--- config.mk ---
export PLATFORM = sky130hd
export DESIGN_NAME = bfk_ctrl
export DESIGN_NICKNAME = d
export VERILOG_FILES = /design/src/rtl/bfk_pkg.sv /design/src/rtl/bfk_ctrl.sv
export VERILOG_INCLUDE_DIRS = /design/src /design/src/rtl
export SDC_FILE = /design/constraint.sdc
export NUM_CORES = 1
export LEC_CHECK = 0
export BUFFER_PORTS_ARGS = -buffer_cell sky130_fd_sc_hd__buf_2
export CAP_MARGIN = 20
export CORE_AREA = 10 10 47 49
export DETAILED_ROUTE_END_ITERATION = 8
export DIE_AREA = 0 0 57 59
export MAX_ROUTING_LAYER = met4
export PLACE_DENSITY = 0.49
export SYNTH_ARGS = -nofsm -noshare
export SYNTH_HDL_FRONTEND = slang
export SYNTH_SLANG_ARGS = --single-unit
--- constraint.sdc ---
create_clock -name clock -period 1.4 [get_ports clock]
set_input_delay 0.28 -clock clock [delete_from_list [all_inputs] [get_ports clock]]
set_output_delay 0.28 -clock clock [all_outputs]
set_load 0.05 [all_outputs]
--- src/rtl/assert_macros.svh ---
// Assertion helpers shared by the RTL.
`ifndef ASSERT_MACROS_SVH
`define ASSERT_MACROS_SVH

// Checked on every rising clock edge, off while reset is high.
`define ASSERT_CLK(label, prop, msg) \
   label: assert property (@(posedge clock) disable iff (reset) prop) else $error(msg);

// Checked on every rising clock edge, also during reset.
`define ASSERT_ALWAYS(label, prop, msg) \
   label: assert property (@(posedge clock) prop) else $error(msg);

`endif

--- src/rtl/bfk_pkg.sv ---
// ----------------------------------------------------------------------------
// bfk_pkg
// Shared types and codes of the brute-force k-nearest-neighbor search.
// ----------------------------------------------------------------------------
package bfk_pkg;

   // result status codes
   localparam logic [2:0] ST_INSERTED = 3'd0;
   localparam logic [2:0] ST_BAD_POINT = 3'd1;
   localparam logic [2:0] ST_STORE_FULL = 3'd2;
   localparam logic [2:0] ST_NEIGHBOR = 3'd3;
   localparam logic [2:0] ST_QUERY_DONE = 3'd4;
   localparam logic [2:0] ST_QUERY_REJECT = 3'd5;

   // configuration register indexes
   localparam logic [1:0] CSR_DIMENSION = 2'd0;
   localparam logic [1:0] CSR_RADIUS = 2'd1;
   localparam logic [1:0] CSR_K = 2'd2;

   localparam logic [4:0] DIMENSION_RESET = 5'd16;
   localparam logic [15:0] RADIUS_RESET = 16'hFFFF;
   localparam logic [4:0] K_RESET = 5'd1;

   typedef struct packed {
      logic take;
      logic scan_start;
      logic scan_issue;
      logic emit_init;
      logic emit_step;
   } cmd_type;

   typedef struct packed {
      logic rsp_free;
      logic query_go;
      logic issue_done;
      logic pipe_busy;
      logic emit_end;
   } stat_type;

endpackage

--- src/rtl/bfk_ctrl.sv ---
// ----------------------------------------------------------------------------
// bfk_ctrl
// Sequencer: item intake, store scan, pipeline drain and result emission.
// ----------------------------------------------------------------------------
`include "assert_macros.svh"

module bfk_ctrl (
   input  logic               clock,
   input  logic               reset,
   input  logic               req_valid,
   output logic               req_ready,
   input  bfk_pkg::stat_type  stat,
   output bfk_pkg::cmd_type   cmd
);
   localparam logic [1:0] S_IDLE = 2'd0;
   localparam logic [1:0] S_SCAN = 2'd1;
   localparam logic [1:0] S_DRAIN = 2'd2;
   localparam logic [1:0] S_EMIT = 2'd3;

   logic [1:0] state_ff, state_in;

   always_comb begin
      req_ready = (state_ff == S_IDLE) && stat.rsp_free;
      cmd.take = req_valid && req_ready;
      cmd.scan_start = cmd.take && stat.query_go;
      cmd.scan_issue = (state_ff == S_SCAN) && !stat.issue_done;
      cmd.emit_init = (state_ff == S_DRAIN) && !stat.pipe_busy;
      cmd.emit_step = (state_ff == S_EMIT) && stat.rsp_free;
   end

   always_comb begin
      state_in = state_ff;
      unique case (state_ff)
         S_IDLE: if (cmd.scan_start) state_in = S_SCAN;
         S_SCAN: if (stat.issue_done) state_in = S_DRAIN;
         S_DRAIN: if (!stat.pipe_busy) state_in = S_EMIT;
         S_EMIT: if (cmd.emit_step && stat.emit_end) state_in = S_IDLE;
         default: state_in = S_IDLE;
      endcase
   end

   always_ff @(posedge clock) begin
      if (reset) begin
         state_ff <= S_IDLE;
      end else begin
         state_ff <= state_in;
      end
   end

   `ASSERT_CLK(a_pipe_only_in_scan, stat.pipe_busy |-> (state_ff == S_SCAN || state_ff == S_DRAIN), "distance pipeline busy outside a scan")
   `ASSERT_ALWAYS(a_take_only_idle, cmd.take |-> (state_ff == S_IDLE), "item taken while a query runs")
   `ASSERT_CLK(a_drain_to_emit, (state_ff == S_DRAIN && !stat.pipe_busy) |=> (state_ff == S_EMIT), "drained scan did not start emission")
endmodule

Yosys cells after proc, flatten, opt, wreduce, memory -nomap -nowiden

Cells that the tools add are included.
Widths: inputs -> output; s select.

Eq/ne operators: 7
Muxes and demuxes: 5
Reductions and logical operators: 11

Operator list:

| kind               | number |
|---|---|
| $mux 2             | 4 |
| $pmux 2 s4         | 1 |
| $logic_and 1x1->1  | 7 |
| $ne 2x2->1 const B | 3 |
| $eq 2x2->1 const B | 2 |
| $reduce_and 4->1   | 1 |
| $eq 2x1->1 const B | 1 |
| $logic_not 1->1    | 2 |
| $logic_not 2->1    | 1 |
| $ne 2x1->1 const B | 1 |

Bits in registers: 2
Logic and storage cells: 24
Bits of input ports: 8
Output and inout port bits: 6

Depth between registers and ports, before layout

Depth after elaboration: 6
Depth in mapped cells: 5
Mapped depth without buffers: 5

Worst setup path after synthesis

OpenSTA, ideal clock, no wires.

Kind: register to register
From: reg state_ff[1]
To: reg state_ff[1]
Path slack: -312 ps
Stages on the path, launching flop included: 6
Clock period less this slack: 1712 ps
Arrival: 1641 ps
Path through: dfxtp_1 -> inv_1 -> ha_1 -> nor2b_1 -> a2111o_1 -> mux2i_1

Longest elaborated chain between the ends: 6
Elaborated cells on any way between the ends: 15
Classes of those cells: eq/ne: 7; mux: 1; reduce/logical: 7

RTL lines:

| what                              | line                           | source |
|---|---|---|
| start: declaration                | bfk_ctrl.sv:20                 | `logic [1:0] state_ff, state_in;` |
| start signal: assignment          | bfk_ctrl.sv:46                 | `state_ff <= state_in;` |
| $logic_not 2->1                   | bfk_ctrl.sv:23, bfk_ctrl.sv:33 |  |
| $logic_and 1x1->1                 | bfk_ctrl.sv:23                 | `req_ready = (state_ff == S_IDLE) && stat.rsp_free;` |
| $logic_and 1x1->1                 | bfk_ctrl.sv:24                 | `cmd.take = req_valid && req_ready;` |
| $logic_and 1x1->1                 | bfk_ctrl.sv:25                 | `cmd.scan_start = cmd.take && stat.query_go;` |
| $ne 2x2->1 (no source line)       | n/a                            |  |
| $reduce_and 4->1 (no source line) | n/a                            |  |

Several ways; a longest one is shown, not always the timed one.
A chain may end at the register's enable or synchronous reset.

==> run metrics <==
run status=complete, but fails checks; failing checks=setup timing; # diodes=0; Worst setup endpoint=cmd[3]; cts hold-fix bufs=0; Setup Crit Path Kind=reg2out; R2R Path Start=state_ff[0]$_SDFFE_PP0P_; number of DRC violations after detailed-routing iteration 0=0; register area=47.5 um2; path type of the worst min-delay path=in2reg; TritonCTS clock tree=done; Pre-Repair DR Iteration Count=1; part of the Yosys area used for sequential elements=19.5%; Most used DFF post-synth=dfxtp_1; clk root buf=clkbuf_4; largest net degree at the start of global routing=6; EDFF count, synth=0; RSZ-0062 raised after global routing=true; crit path launch=state_ff[1]$_SDFFE_PP0P_; number of distinct library cells after synthesis=14; Overflow after GRT=0; Setup Viol. Count Final=4; initial antenna violation count=0; clk slew on worst S/H paths=0.03 ns; Buffers on Ports=13; layout cell share with drive strength beyond 1=79.1%; TritonCTS Buffers=3; Biggest register=state_ff; max reg flops=2; slew margin rel.=72.8%; nets=57; crit path max fanout=4; number of global-route vias before repair=258; Die Area=3360 um2; WP data required=1.12 ns; final setup skew=0.00420 ns; mapped cell area=205 um2; CP Data Arrival Time=1.22 ns; GPL Wtd Cong=0.623; yosys warns=0; Final Cycle Share=107%; GRT Total Usage=5.03%; Cell Area, Placed=325 um2; Hold Fails Final Rpt=0; clk_lat worst skew=0.22 ns; num rows=14; Setup WS post-layout=-0.0964 ns; H-tree depth=1; PD cells=1480 nW/um2; initial core utilization=14.6%; post-DR wirelength/cell=12.3 um; Largest regs=state_ff (2); Clock Path Buffers=2; Sink Count=2; drt total wl=727 um; Post-Syn Instances=23; nature of the critical path startpoint=flip-flop; Pins Over Slew Limit=0; IO Count=14; area leader, netlist=ha_1; Routed Antenna Nets=0; maximum clock frequency=668 MHz; VDD IR-drop max=0.484 mV; DRC Markers=0; post-placement cell count=54; die height=59 um; worst r2r path cells=5; design area=443 um2; post-synth top area share=24.4%; Die W=57 um; ranking of synthesized cells by area=ha_1 24%, dfxtp_1 20%, and2_2 7.3%; Crit Reg-Reg Endpoint=state_ff[0]$_SDFFE_PP0P_; vias=232; P&R area growth vs syn=116%; core area=1400 um2; Via-to-Cell Ratio=3.93; post-synthesis register bit count=2; area of the multi-input gates=196 um2; reg2reg setup slack=-0.01 ns; most frequent cell after synthesis=ha_1; first-pass GRT wire length=1250 um; Max Cap Violations=0; Worst-Margin Slew=0.405 ns; Final Non-Filler Cells=59; Post-synth ARST share=0%; Pleak=0.202 nW; Min Clock Period, post-route=1.50 ns; Syn Area/Cell=8.92 um2; Syn Nets=35; Layout fillers=158; Worst Setup End Kind=primary output
## report_power, final
group	total [mW]	switching, mW	internal (mW)
Clock	0.126	0.0316	0.0944
Combinational	0.425	0.210	0.215
Sequential	0.105	0.0230	0.0822
Total	0.656	0.265	0.391
## per-layer routing
layer | track usage, % | wire length, um | vias up | share of wire (%)
met2 | 7.13 | 343 | 14 | 47
met1 | 4.43 | 286 | 97 | 39
met4 | 3.02 | 0 | 0 | 0
met5 | - | 0 | - | 0
li1 | - | - | 121 | -
met3 | 4.51 | 96 | 0 | 13
## critical path: stages, from the launching register on
cell     delay [ns]
dfxtp_4        0.36
inv_4          0.04
ha_4           0.15
and3_4         0.16
and2_4         0.13
buf_8          0.14
## layout by cell type (no fill, tap or decap), drive strengths merged
| cell | count |
|---|---|
| nor2b | 2 |
| nand3 | 1 |
| a2111o | 1 |
| and3 | 1 |
| buf | 17 |
| a211oi | 1 |
| dfxtp | 2 |
| mux2i | 1 |
| ha | 4 |
| a21boi | 1 |
| inv | 2 |
| and2 | 4 |
| nor4 | 1 |
| clkbuf | 3 |
| nand2b | 2 |
## timing repair
item,in CTS,in global routing
setup endpoints to repair,7,8
pin swaps,3,1
setup buffers,1,1
resized for setup,16,10
## area by class of cell
cell class | instances | area share [%]
timing repair buffer | 17 | 32.5
sequential | 2 | 10.7
multi-input combinational | 19 | 44.4
clock buffer | 3 | 5.08
inverter | 2 | 2.82
tap | 16 | 4.52
## worst min-delay path by stage
stage | from | endpoint | cells past startpoint
after floorplan | reset | state_ff[0]$_SDFFE_PP0P_ | 1
after global placement | reset | state_ff[0]$_SDFFE_PP0P_ | 2
after detailed placement | reset | state_ff[0]$_SDFFE_PP0P_ | 2
after CTS | reset | state_ff[0]$_SDFFE_PP0P_ | 2
after global routing | reset | state_ff[0]$_SDFFE_PP0P_ | 2
final | reset | state_ff[0]$_SDFFE_PP0P_ | 2
## stage by stage
step	setup TNS [ns]	util (%)	worst slack (ns)	hold WS, ns	total power [mW]
final	-0.289	31.6	-0.0964	0.243	0.656
after global routing	-0.654	31.6	-0.154	0.237	0.720
after CTS	-0.338	29.2	-0.119	0.216	0.625
after detailed placement	-0.0765	23.2	-0.0420	0.468	0.399
after global placement	-0.0906	23.2	-0.0678	0.472	0.398
after floorplan	0	-	0.00560	0.353	0.316
## cell families after synthesis
logic type	count (synthesis)	share of synthesized area, %
buf+inv	2	3.66
simple gates	11	34.8
mux	1	4.88
flops	2	19.5
fa+ha+maj	4	24.4
compound gates	3	12.8
(Power assumes the default switching activity.)
